[src/hdl/mnp_pkg.sv]
`timescale 1ns / 1ps

package mnp_pkg;

	// field widths of the event and note channels
	localparam int KEY_W  = 7;
	localparam int VEL_W  = 7;
	localparam int TIME_W = 31;

	typedef logic [KEY_W-1:0]  key_t;
	typedef logic [VEL_W-1:0]  vel_t;
	typedef logic [TIME_W-1:0] tick_t;

	// event command codes
	localparam logic CMD_OFF = 1'b0;
	localparam logic CMD_ON  = 1'b1;

	// result status codes
	localparam logic STATUS_NOTE = 1'b0;
	localparam logic STATUS_DROP = 1'b1;

	// one pending note-on
	typedef struct packed {
		tick_t tick;
		vel_t  vel;
	} entry_t;

	localparam int ENTRY_W = $bits(entry_t);

	// one result item
	typedef struct packed {
		logic  status;
		key_t  key;
		tick_t start;
		tick_t len;
		vel_t  vel;
	} note_t;

	// work handed from the match stage to the finish stage
	typedef struct packed {
		logic  valid;
		logic  drop;
		key_t  key;
		tick_t tick;
		vel_t  vel;
	} s2_t;

	// result queue sizing
	localparam int RES_FIFO_DEPTH = 4;
	localparam int FIFO_PTR_W     = $clog2(RES_FIFO_DEPTH);
	localparam int FIFO_CNT_W     = $clog2(RES_FIFO_DEPTH + 1);

endpackage

[src/hdl/mnp_res_fifo.sv]
`timescale 1ns / 1ps

module mnp_res_fifo (
	input  logic                              clk,
	input  logic                              arst_n,
	input  logic                              push,
	input  mnp_pkg::note_t                    din,
	input  logic                              pop,
	output logic                              valid,
	output mnp_pkg::note_t                    dout,
	output logic [mnp_pkg::FIFO_CNT_W-1:0]    count
);

	mnp_pkg::note_t                  mem_q [mnp_pkg::RES_FIFO_DEPTH];
	logic [mnp_pkg::FIFO_PTR_W-1:0]  wr_ptr_q;
	logic [mnp_pkg::FIFO_PTR_W-1:0]  rd_ptr_q;
	logic [mnp_pkg::FIFO_CNT_W-1:0]  cnt_q;

	// storage
	always_ff @(posedge clk) begin
		if (push) begin
			mem_q[wr_ptr_q] <= din;
		end
	end

	// pointers and fill level
	always_ff @(posedge clk or negedge arst_n) begin
		if (!arst_n) begin
			wr_ptr_q <= '0;
			rd_ptr_q <= '0;
			cnt_q    <= '0;
		end else begin
			if (push) begin
				wr_ptr_q <= wr_ptr_q + mnp_pkg::FIFO_PTR_W'(1);
			end
			if (pop) begin
				rd_ptr_q <= rd_ptr_q + mnp_pkg::FIFO_PTR_W'(1);
			end
			if (push && !pop) begin
				cnt_q <= cnt_q + mnp_pkg::FIFO_CNT_W'(1);
			end else if (pop && !push) begin
				cnt_q <= cnt_q - mnp_pkg::FIFO_CNT_W'(1);
			end
		end
	end

	assign valid = cnt_q != '0;
	assign dout  = mem_q[rd_ptr_q];
	assign count = cnt_q;

endmodule

[config.mk]
export PLATFORM = sky130hd
export DESIGN_NAME = mnp_res_fifo
export DESIGN_NICKNAME = d
export VERILOG_FILES = /design/src/hdl/mnp_pkg.sv /design/src/hdl/mnp_res_fifo.sv
export SDC_FILE = /design/constraint.sdc
export NUM_CORES = 1
export LEC_CHECK = 0
export BUFFER_PORTS_ARGS = -buffer_cell sky130_fd_sc_hd__buf_2
export CORE_MARGIN = 2
export CORE_UTILIZATION = 56
export CTS_CLUSTER_SIZE = 10
export DETAILED_ROUTE_END_ITERATION = 16
export HOLD_SLACK_MARGIN = 0.06
export PLACE_DENSITY = 0.84
export SLEW_MARGIN = 20
export SYNTH_ARGS = -nofsm -noshare
export SYNTH_HDL_FRONTEND = slang
export SYNTH_SLANG_ARGS = --single-unit
[constraint.sdc]
create_clock -name clk -period 3.2 [get_ports clk]
set_input_delay 0.8 -clock clk [delete_from_list [all_inputs] [get_ports clk]]
set_output_delay 0.8 -clock clk [all_outputs]
set_load 0.01 [all_outputs]
Word-level counts from Yosys, hierarchy flattened
Memories as Yosys holds them, arrays and structs flattened.
Index checks and enable logic that the tools add are counted.
Widths: inputs -> output; s select.

word-level totals
  logic and storage cells = 18
  memories kept = 1
  register bits = 7
  output and inout bits = 81
  memory bits (writable) = 308

cells by class
  muxes and demuxes = 4
  reductions and logical operators = 6
  add/subtract/negate cells = 4

memory list
  memory  words  width  read ports  clocked after memory_dff  wr ports  line                source
  mem_q   4      77     1           0                         1         mnp_res_fifo.sv:14  mnp_pkg::note_t mem_q [mnp_pkg::RES_FIFO_DEPTH];

operators with widths
  operator             number
  $mux 3               2
  $add 2x1->2 const B  2
  $add 3x1->3 const B  1
  $reduce_bool 3->1    1
  $sub 3x1->3 const B  1
  $logic_and 1x1->1    2
  $logic_not 1->1      2
  $mux 1               2
  $reduce_bool 2->1    1

Logic depth before layout (Yosys ltp)
  depth after elaboration = 4
  gate-level depth with buffers = 7

Worst setup path before layout
Ideal clock, no wire load.

  kind = input to register
  from = input port push
  to = memory mem_q[0][0] (netlist name) (enable)
  library setup time = 0.443 ns
  path slack = 0.160 ns
  stages = 1
  arrival = 2.596 ns
  cell sequence = and2_1

on the way
  cells in the longest elaborated chain, start to end = 2

ends and longest elaborated chain
  what                          line                source
  from (decl)                   mnp_res_fifo.sv:6   input logic push,
  $mux 1                        mnp_res_fifo.sv:21  if (push) begin
  $mux 1 (not written as such)  mnp_res_fifo.sv:22  mem_q[wr_ptr_q] <= din;
  to (decl)                     mnp_res_fifo.sv:14

No other way between the ends.

==> results.md <==
- Max capacitance violation total: 0
- Dpl cells: between 800 and 900
- Reg clk slew, reported paths: about 0.05 ns
- Maximum clock frequency: about 330 MHz
- Pre-antenna DRT Iters: 4
- Rows: 52
- Critical path class: flip-flop to output port
- Final hold violations: 0
- Post-Layout Cell Count: roughly 910
- Final Net Count: between 700 and 800
- Core Box Area: ~0.02 mm2
- Most frequent cells in the layout: edfxtp_1 (308), buf_2 (161), mux4_2 (77)
- Setup WS pre-CTS: between 0.7 and 0.8 ns
- Post-CTS Setup Bufs: 0
- Slew Limit Headroom: 61.9%
- Die Width: about 150 um
- Max Slew Vio Count: 0
- Min Tclk post-route: approximately 3.0 ns
- Final Setup Violations: 0
- Worst-margin pin slew: roughly 0.57 ns
- # H-tree levels: 2
- Period utilization: a little over nine tenths
- GPL Wtd Cong: 0.715
- Synthesized cell area: 0.0115 mm2
- Worst hold margin: between 0.1 and 0.15 ns
- Drc violations: 0
- Initial core utilization: between 50% and 60%
- GRT Overall Usage: between 20 and 25%
- Final WL: roughly 21 mm
- Hold Buf Count CTS: 0
- Clock Sinks: roughly 320
- Initial antenna violation count: 3
- Sequential share of the synthesized area: 82.0%
- Reg2reg start: wr_ptr_q[0]$_DFFE_PN0P_
- Leakage power: around 0.0047 uW
- I/O pins: around 160
- Clock skew: ~0.014 ns
- Fill cells: about 1,300
- Syn-to-layout area delta: 19.2%
- TritonCTS buffer count: 37
- WP data required: around 2.4 ns
- Outcome: complete, no violations
- Share of layout cells above drive strength 1: between 40% and 50%
- Crit start category: flip-flop
- Distinct cells, synth: 19
- First-pass GRT wire length: 32.9 mm
- Setup TNS Final: 0 ns
- VDD IR max: 842 uV
- Die area: between 0.02 and 0.025 mm2
- CTS tree: yes
- Root Driver: clkbuf_16
- Post-synth net total: ~520
- Unrepaired setup endpoints after global routing: false
- GR Overflow Total: 0
- Post-synthesis average cell area: between 20 and 30 um2
- Vias/cell: 5.70
- Crit path DAT: approximately 2.2 ns
- DIE HEIGHT: 147 um
- 1st-iter DRT viols: 295
- Commonest non-fill, non-tap cell in the layout: edfxtp_1
- FF-to-FF setup slack: around 1.4 ns
- RR Endpoint: mem_q[0][39]$_DFFE_PP_
- Port Buffer Count: roughly 160
- Pin count of the biggest net entering global routing: just under 70
- Final WS setup: between 0.15 and 0.2 ns
- Post-synthesis instance total: around 440
- Worst hold path class: primary input to async pin
- R2R depth: 4
- Post-DRT Antenna Nets: 0
- Clock Path Buffers: 3
- #FFs+latches synth: 315
- Number of global-route vias before repair: 5,796
- Crit path from: rd_ptr_q[0]$_DFFE_PN0P_
- Post_cts resized: 0
- Setup crit end kind: output port
- Crit-path max FO: 17
- Yosys warns: 0
- Via count: 5,202
- Pwr dens: slightly above 900 mW/mm2
- HPWL Detailed: around 13 mm
- DR WL/cell: between 20 and 25 um
- Worst-Skew Late Latency: ~0.51 ns
## how the worst max path moves through the flow
stage / endpoint / slack (ns)
2_1_floorplan: mem_q[0][0]$_DFFE_PP_ / 0.16
3_3_place_gp: dout[25] / 0.71
3_5_place_dp: dout[55] / 0.70
4_1_cts: dout[57] / 0.11
5_1_grt: dout[57] / 0.05
6_report: dout[55] / 0.17
## critical path: stages (launching register included)
cell     delay (ns)
dfrtp_4        0.64
buf_4          0.34
mux4_2         0.57
buf_2          0.17
## power by group
part,total [uW],switching [uW],leakage (uW),internal (uW)
clock,3530,1440,0.000486,2090
combinational,3560,1870,0.00133,1690
sequential,5710,299,0.00291,5410
## registers in the layout, indices dropped and copies added, names as in the netlist
signal,count
rd_ptr_q,2
count,3
wr_ptr_q,2
mem_q,308
## routing by layer
metal	vias up	global-route usage, %	part of all wire (%)
met5	-	0	0.13
met4	4	5.63	1.8
met3	36	6.15	7.4
met2	193	35.4	53
met1	2708	25.1	38
li1	2261	-	-
## through the flow
| stage | total power [uW] | utilization [%] | cell area (um2) |
|---|---|---|---|
| 4_1_cts | 13000 | 67.9 | 13700 |
| 5_1_grt | 13300 | 68.0 | 13700 |
| 6_report | 12800 | 68.0 | 13700 |
| 3_5_place_dp | 9360 | 63.0 | 12700 |
| 2_1_floorplan | 8050 | - | 11500 |
| 3_3_place_gp | 9250 | 63.0 | 12700 |
## kinds of logic after synthesis
group / share of synthesized area, %
DFF: 82.0
adders and majority gates: 0.718
AOI/OAI and AO/OA: 0.0435
muxes: 15.2
and+or+nand+nor: 0.370
xor gates and xnor gates: 0.457
buffers and inverters: 1.27
## synthesized netlist by cell type
library cell	n	share of area (%)
ha_1	5	0.54
xnor2_1	2	0.15
mux4_2	77	15
nand2_1	2	0.065
xor2_1	4	0.30
or3_1	1	0.054
mux2_2	1	0.098
nor2_1	1	0.033
buf_6	1	0.098
fa_1	1	0.17
dfrtp_1	7	1.5
clkbuf_1	4	0.13
o21ai_0	1	0.043
buf_2	7	0.30
buf_4	4	0.26
buf_12	2	0.35
edfxtp_1	308	80
and2_1	4	0.22
inv_1	4	0.13
## layout make-up
class | count | area, um2 | area share (%)
repair buffers | 173 | 983 | 7.17
flip-flops and latches | 315 | 9430 | 68.8
inverters | 4 | 15.0 | 0.110
clock inverters | 5 | 45.0 | 0.329
clock buffers | 44 | 952 | 6.95
well taps | 270 | 338 | 2.46
multi-input cells | 99 | 1940 | 14.1
diodes | 2 | 5.00 | 0.0365
Power figures use the tool's default switching activity.
