### src/hdl/mnp_pkg.sv
`timescale 1ns / 1ps

package mnp_pkg;

	// field widths of the event and note channels
	localparam int KEY_W  = 7;
	localparam int VEL_W  = 7;
	localparam int TIME_W = 31;

	typedef logic [KEY_W-1:0]  key_t;
	typedef logic [VEL_W-1:0]  vel_t;
	typedef logic [TIME_W-1:0] tick_t;

	// event command codes
	localparam logic CMD_OFF = 1'b0;
	localparam logic CMD_ON  = 1'b1;

	// result status codes
	localparam logic STATUS_NOTE = 1'b0;
	localparam logic STATUS_DROP = 1'b1;

	// one pending note-on
	typedef struct packed {
		tick_t tick;
		vel_t  vel;
	} entry_t;

	localparam int ENTRY_W = $bits(entry_t);

	// one result item
	typedef struct packed {
		logic  status;
		key_t  key;
		tick_t start;
		tick_t len;
		vel_t  vel;
	} note_t;

	// work handed from the match stage to the finish stage
	typedef struct packed {
		logic  valid;
		logic  drop;
		key_t  key;
		tick_t tick;
		vel_t  vel;
	} s2_t;

	// result queue sizing
	localparam int RES_FIFO_DEPTH = 4;
	localparam int FIFO_PTR_W     = $clog2(RES_FIFO_DEPTH);
	localparam int FIFO_CNT_W     = $clog2(RES_FIFO_DEPTH + 1);

endpackage

### src/hdl/mnp_finish.sv
`timescale 1ns / 1ps

module mnp_finish (
	input  mnp_pkg::s2_t    s2,
	input  mnp_pkg::entry_t stack_rdata,
	input  logic            expand,
	output logic            res_valid,
	output mnp_pkg::note_t  res
);

	logic [mnp_pkg::TIME_W:0] diff;
	mnp_pkg::tick_t           len;

	// length of a completed note: clamp below, expand at zero
	always_comb begin
		diff = {1'b0, s2.tick} - {1'b0, stack_rdata.tick};
		if (diff[mnp_pkg::TIME_W]) begin
			len = '0;
		end else if (diff == '0) begin
			len = expand ? mnp_pkg::tick_t'(1) : '0;
		end else begin
			len = diff[mnp_pkg::TIME_W-1:0];
		end
	end

	// assemble the result
	always_comb begin
		res_valid = s2.valid;
		res.key   = s2.key;
		if (s2.drop) begin
			res.status = mnp_pkg::STATUS_DROP;
			res.start  = s2.tick;
			res.len    = '0;
			res.vel    = s2.vel;
		end else begin
			res.status = mnp_pkg::STATUS_NOTE;
			res.start  = stack_rdata.tick;
			res.len    = len;
			res.vel    = stack_rdata.vel;
		end
	end

endmodule

### config.mk
export PLATFORM = sky130hd
export DESIGN_NAME = mnp_finish
export DESIGN_NICKNAME = d
export VERILOG_FILES = /design/src/hdl/mnp_pkg.sv /design/src/hdl/mnp_finish.sv
export SDC_FILE = /design/constraint.sdc
export NUM_CORES = 1
export LEC_CHECK = 0
export ABC_AREA = 1
export BUFFER_PORTS_ARGS = -buffer_cell sky130_fd_sc_hd__buf_4
export CAP_MARGIN = 20
export CORE_MARGIN = 1.5
export CORE_UTILIZATION = 55
export DETAILED_ROUTE_END_ITERATION = 6
export PLACE_DENSITY = 0.95
export SLEW_MARGIN = 40
export SYNTH_ARGS = -nofsm -noshare
export SYNTH_HDL_FRONTEND = slang
export SYNTH_SLANG_ARGS = --single-unit
### constraint.sdc
create_clock -name vclk -period 4.6
set_input_delay 0.46 -clock vclk [all_inputs]
set_output_delay 0.46 -clock vclk [all_outputs]
set_load 0.01 [all_outputs]
* Yosys cells after proc, flatten, opt, wreduce, memory -nomap -nowiden
Index checks and enable logic that the tools add are counted.
** Cells by class
- Add/subtract/negate cells :: 1
- Muxes and demuxes :: 5
- Reductions and logical operators :: 1
** Operator list (number)
- 69-bit 2-to-1 mux :: 1
- 31-bit 2-to-1 mux :: 2
- 32-bit zero test :: 1
- 31-bit by 31-bit subtractor with 32-bit output :: 1
- 1-bit 2-to-1 mux :: 2
** Word-level totals
- Register bits after elaboration :: 0
- Input bits :: 86
- Output and inout port bits :: 78
- Word-level logic and storage cells :: 7

* Depth between registers and ports, before layout
Gate-level depths: netlist (run 1).
- Depth after elaboration :: 5
- Mapped depth :: 21

* Worst setup path after synthesis (run 1)
OpenSTA, ideal clock, no wires.
- Kind :: input-to-output
- From :: input s2[7] (netlist bit)
- To :: output res[7] (netlist bit)
- Data arrival time :: 2309 ps
- Slack :: 1831 ps
- Stages :: 19
- Path buffers :: 0
- Cell sequence :: inv_1 -> ha_1 -> fa_1 -> inv_1 -> nand3_1 -> nand2_1 -> nand2_1 -> nand2_1 -> nand2_1 -> nand2_1 -> nand2_1 -> nand2_1 -> and2_1 -> nand2_1 -> nor2_1 -> nand3_1 -> nand2_1 -> inv_1 -> nor2_1
** RTL lines
- from (decl) :: line mnp_finish.sv:4 : input mnp_pkg::s2_t s2,
- to (decl) :: line mnp_finish.sv:8 : output mnp_pkg::note_t res

==> flow_metrics.env, run 1 <==
export IMPL_outcome="finished, final reports clean"
export IMPL_drc=0
export IMPL_finalPower_uw=619
export IMPL_io_buffers=148
export IMPL_boundaryPins=164
export IMPL_p_leak_uw=0.00308
export IMPL_grt_pass1_wl_um=18500
export IMPL_grt_pass1_vias=4513
export IMPL_fmax_mhz=293
export IMPL_worst_setup_path_type="in -> out"
export IMPL_netlist_area_um2=3660
export IMPL_synth_top_area_cell="nand2_1"
export IMPL_hpwlAfterDp_um=9610
export IMPL_cap_viol_max_count=0
export IMPL_crit_required_ns=4.14
export IMPL_whs_ns=0.920
export IMPL_startpoint_type="input port"
export IMPL_first_iter_violations=386
export IMPL_worst_pin_slew_ns=0.673
export IMPL_avgSynthCellArea_um2=4.69
export IMPL_yosysWarnings=0
export IMPL_tns_ns=0
export IMPL_synth_nets=898
export IMPL_drtPass1Iterations=7
export IMPL_rsz0062_at_grt="false"
export IMPL_via_count=5049
export IMPL_routabilityCongestion=0.973
export IMPL_cp_arrival_ns=2.96
export IMPL_nClkBuffers=0
export IMPL_grt_ovfl_total=0
export IMPL_via_per_inst=5.14
export IMPL_crit_fanout=13
export IMPL_combPwrFrac_pct=100.0
export IMPL_final_hold_viol_count=0
export IMPL_antenna_left=0
export IMPL_synth_top_cell_area_share_pct=31.4
export IMPL_drive_gt1_share_pct=21.1
export IMPL_ir_drop_uv=121
export IMPL_power_frac_clock_pct=0
export IMPL_start_util_pct=57.3
export IMPL_area_growth_syn_to_layout_pct=29.7
export IMPL_fin_nets=1026
export IMPL_power_density_nw_per_um2=130
export IMPL_setup_violations=0
export IMPL_drt_total_wl_um=11100
export IMPL_fin_crit_ns=3.42
export IMPL_yosysSeqAreaShare_pct=0
export IMPL_end_kind="primary output"
export IMPL_yosys_top_cells_area="nand2_1 31%, inv_1 18%, ha_1 11%, nor2_1 7.3%, nand3_1 5.2%"
export IMPL_max_slew_margin_rel_pct=55.1
export IMPL_coreArea_um2=6390
export IMPL_hold_buffers=0
export IMPL_diodes=0
export IMPL_cts_resized=0
export IMPL_p_sw_uw=372
export IMPL_post_route_period_util_pct=74.3
export IMPL_p_int_uw=246
export IMPL_netSwitchingFraction_pct=60.2
export IMPL_grt_antenna_before_repair=0
export IMPL_seqPwrFrac_pct=0
export IMPL_rows=29
export IMPL_grt_max_degree=102
export IMPL_die_area_um2=7150
export IMPL_syn_inst=780
export IMPL_drv_slew=0
export IMPL_hold_path_class="in -> out"
export IMPL_seq_cells=0
export IMPL_ys_types=32
export IMPL_grtUsageTotal_pct=29.7
export IMPL_die_h_um=84.6
export IMPL_postCtsSetupBuffers=0
export IMPL_post_drt_wl_per_cell_um=11.2
export IMPL_die_w_um=84.6
export IMPL_regArea_um2=0
placed cells by master, fill, tap and decap left out:
| master | count |
|---|---|
| a21o_1 | 2 |
| a21oi_1 | 16 |
| a21oi_2 | 2 |
| and2_1 | 3 |
| and3_1 | 1 |
| buf_4 | 148 |
| buf_6 | 1 |
| fa_1 | 1 |
| ha_1 | 31 |
| inv_1 | 174 |
| inv_2 | 5 |
| mux2_2 | 7 |
| nand2_1 | 306 |
| nand2_2 | 11 |
| nand2_4 | 1 |
| nand3_1 | 38 |
| nand3_2 | 4 |
| nand3b_1 | 5 |
| nand4_1 | 12 |
| nor2_1 | 71 |
| nor2_2 | 7 |
| nor2_4 | 1 |
| nor3_1 | 18 |
| nor3_2 | 3 |
| nor3_4 | 1 |
| nor3b_1 | 1 |
| o21ai_0 | 32 |
| o21bai_1 | 1 |
| xor2_1 | 3 |
cell usage after synthesis, types with 5 or more instances:
cell type and instances:
nand2_1 306, nand3b_1 5, nor2_1 71, nor3_1 18, nand4_1 12, nand2_2 11, inv_1 174, nor2_2 7
mux2_2 7, clkbuf_1 8, nand3_1 38, ha_1 31, inv_2 5, o21ai_0 32, a21oi_1 16, buf_4 10
power by group through the flow:
stage,clock network (uW),logic [uW],registers [uW]
2_1_floorplan,0,404,0
3_3_place_gp,0,591,0
3_5_place_dp,0,605,0
4_1_cts,0,608,0
5_1_grt,0,687,0
6_report,0,619,0
worst paths after layout:
path	cells past startpoint	startpoint	slack [ns]	end
worst min-delay path	0	s2[41]	0.92	res[72]
worst max-delay path	19	s2[18]	1.18	res[7]
area by class of cell:
type | count | area (um2)
fillers | 556 | 1640
repair buffers | 149 | 1120
multi-input cells | 578 | 2860
inverters | 179 | 672
well taps | 77 | 96.3
per-stage QoR:
stage | instance area [um2] | worst slack [ns] | instances | util [%]
2_1_floorplan | 3660 | 1.83 | 780 | -
3_3_place_gp | 4740 | 1.29 | 983 | 74.3
3_5_place_dp | 4740 | 1.24 | 983 | 74.3
4_1_cts | 4740 | 1.23 | 983 | 74.3
5_1_grt | 4750 | 0.929 | 983 | 74.3
6_report | 4750 | 1.18 | 983 | 74.3
worst max-delay path: stages:
cell,delay (ns)
buf_4,0.11
ha_1,0.39
nand2_2,0.15
inv_1,0.06
nand2_1,0.11
inv_1,0.05
nand2_1,0.06
nand2_1,0.06
nand2_1,0.08
nand3_1,0.10
a21oi_1,0.55
buf_4,0.30
nor2_1,0.06
nand3_1,0.07
nor2_1,0.04
nand3_1,0.06
nand2_1,0.05
nor2_1,0.09
buf_4,0.13
routing by layer:
layer	wire (um)	track usage, %	vias to the layer above	part of all wire [%]
met5	0	0	-	0
li1	-	-	2587	-
met3	1000	2.95	28	9.1
met2	5250	55.1	256	47
met1	4600	37.1	2178	42
met4	206	6.16	0	1.9
cells by family (layout without fill, tap and decap cells):
family                   after synthesis  in the layout  share of synthesized area (%)
adder cells (fa/ha/maj)               32             32                           11.1
AO/OA/AOI/OAI                         53             53                           7.66
buffers and inverters                202            328                           22.0
multiplexers                           7              7                           2.15
AND/OR/NAND/NOR                      483            483                           56.3
XOR/XNOR                               3              3                          0.718
Note: power is estimated with default switching activity, not from simulation.
==> run 2, diff against run 1 <==
--- a/config.mk
+++ b/config.mk
@@ -9,7 +9,7 @@
 export BUFFER_PORTS_ARGS = -buffer_cell sky130_fd_sc_hd__buf_4
 export CAP_MARGIN = 20
 export CORE_MARGIN = 1.5
-export CORE_UTILIZATION = 55
+export CORE_UTILIZATION = 51
 export DETAILED_ROUTE_END_ITERATION = 6
 export PLACE_DENSITY = 0.95
 export SLEW_MARGIN = 40
==> constraint.sdc (replaced) <==
create_clock -name vclk -period 3.5
set_input_delay 0.35 -clock vclk [all_inputs]
set_output_delay 0.35 -clock vclk [all_outputs]
set_load 0.01 [all_outputs]
==> flow_metrics.env, run 2 (synthesis gave the netlist of run 1 again) <==
export IMPL_outcome="finished, final reports clean"
export IMPL_die_h_um=87.7
export IMPL_cts_resized=0
export IMPL_grt_ovfl_total=0
export IMPL_ir_drop_uv=69.5
export IMPL_grt_antenna_before_repair=0
export IMPL_drv_slew=0
export IMPL_cap_viol_max_count=0
export IMPL_drc=0
export IMPL_coreArea_um2=6870
export IMPL_final_hold_viol_count=0
export IMPL_post_route_period_util_pct=84.1
export IMPL_crit_start="s2[7]"
export IMPL_first_iter_violations=294
export IMPL_routabilityCongestion=1.05
export IMPL_startpoint_type="input port"
export IMPL_drt_total_wl_um=10900
export IMPL_grt_pass1_vias=4330
export IMPL_antenna_left=0
export IMPL_regArea_um2=0
export IMPL_hold_buffers=0
export IMPL_rsz0062_at_grt="false"
export IMPL_worst_setup_path_type="in -> out"
export IMPL_fmax_mhz=340
export IMPL_via_count=4916
export IMPL_power_density_nw_per_um2=170
export IMPL_rows=30
export IMPL_io_buffers=148
export IMPL_postCtsSetupBuffers=0
export IMPL_worst_pin_slew_ns=0.601
export IMPL_die_area_um2=7690
export IMPL_fin_nets=1026
export IMPL_setup_violations=0
export IMPL_p_leak_uw=0.00308
export IMPL_start_util_pct=53.3
export IMPL_tns_ns=0
export IMPL_drtPass1Iterations=6
export IMPL_nClkBuffers=0
export IMPL_layout_commonest_cell="nand2_1"
export IMPL_cp_arrival_ns=2.59
export IMPL_max_slew_margin_rel_pct=59.9
export IMPL_end_kind="primary output"
export IMPL_grt_max_degree=102
export IMPL_cp_endpoint="res[7]"
export IMPL_layout_common_cells="306 x nand2_1, 174 x inv_1, 148 x buf_4"
export IMPL_grtUsageTotal_pct=28.3
export IMPL_diodes=0
export IMPL_grt_pass1_wl_um=18200
export IMPL_die_w_um=87.7
export IMPL_crit_required_ns=3.15
export IMPL_crit_fanout=3
export IMPL_hold_depth=0
export IMPL_post_drt_wl_per_cell_um=10.9
export IMPL_area_growth_syn_to_layout_pct=30.3
export IMPL_via_per_inst=4.91
export IMPL_hpwlAfterDp_um=9560
export IMPL_fin_crit_ns=2.94
export IMPL_hold_path_class="in -> out"
export IMPL_multi_input_area_um2=2860
export IMPL_seq_cells=0
export IMPL_whs_ns=0.700
export IMPL_nFillCells=702
export IMPL_drive_gt1_share_pct=21.1
export IMPL_boundaryPins=164
-- run 2: area by class of cell --
type,count,share of cell area [%]
inverter,179,14.1
timing repair buffer,149,23.5
tap,96,2.52
multi-input combinational,578,59.9
-- run 2: worst min path at each step --
stage | start | endpoint | slack [ns]
3_3_place_gp | s2[38] | res[69] | 0.70
3_5_place_dp | s2[38] | res[69] | 0.70
4_1_cts | s2[38] | res[69] | 0.70
2_1_floorplan | s2[38] | res[69] | 0.79
6_report | s2[44] | res[75] | 0.70
5_1_grt | s2[44] | res[75] | 0.70
-- run 2: power breakdown --
part           switching (uW)  internal (uW)  total, uW
clock network               0              0          0
logic                     488            324        813
registers                   0              0          0
-- run 2: metrics by stage --
step / area, um2 / utilization (%) / worst slack (ns) / power, uW / std cells
5_1_grt: 4770 / 69.4 / 0.268 / 915 / 1002
2_1_floorplan: 3660 / - / 0.951 / 531 / 780
3_5_place_dp: 4770 / 69.4 / 0.578 / 799 / 1002
3_3_place_gp: 4770 / 69.4 / 0.613 / 787 / 1002
4_1_cts: 4770 / 69.4 / 0.568 / 802 / 1002
6_report: 4770 / 69.4 / 0.558 / 813 / 1002
-- run 2: critical path: stages --
cell and delay (ns):
buf_4 0.08, inv_1 0.04, ha_1 0.23, fa_1 0.41
inv_1 0.10, nand3_1 0.10, nand2_1 0.13, nand3_1 0.10
nand3_1 0.13, nand2_1 0.08, nand3_1 0.07, nand2_1 0.08
nor2_1 0.11, nand2_1 0.09, nor2_1 0.10, nand3_1 0.08
nand2_1 0.06, inv_1 0.03, nor2_1 0.09, buf_4 0.12
-- run 2: routing by layer --
metal | share of wire, % | vias up | track usage, %
met5 | 0 | - | 0
met4 | 2.4 | 0 | 8.66
met3 | 7.7 | 27 | 3.58
met2 | 46 | 216 | 49.3
met1 | 44 | 2079 | 36.1
li1 | - | 2594 | -
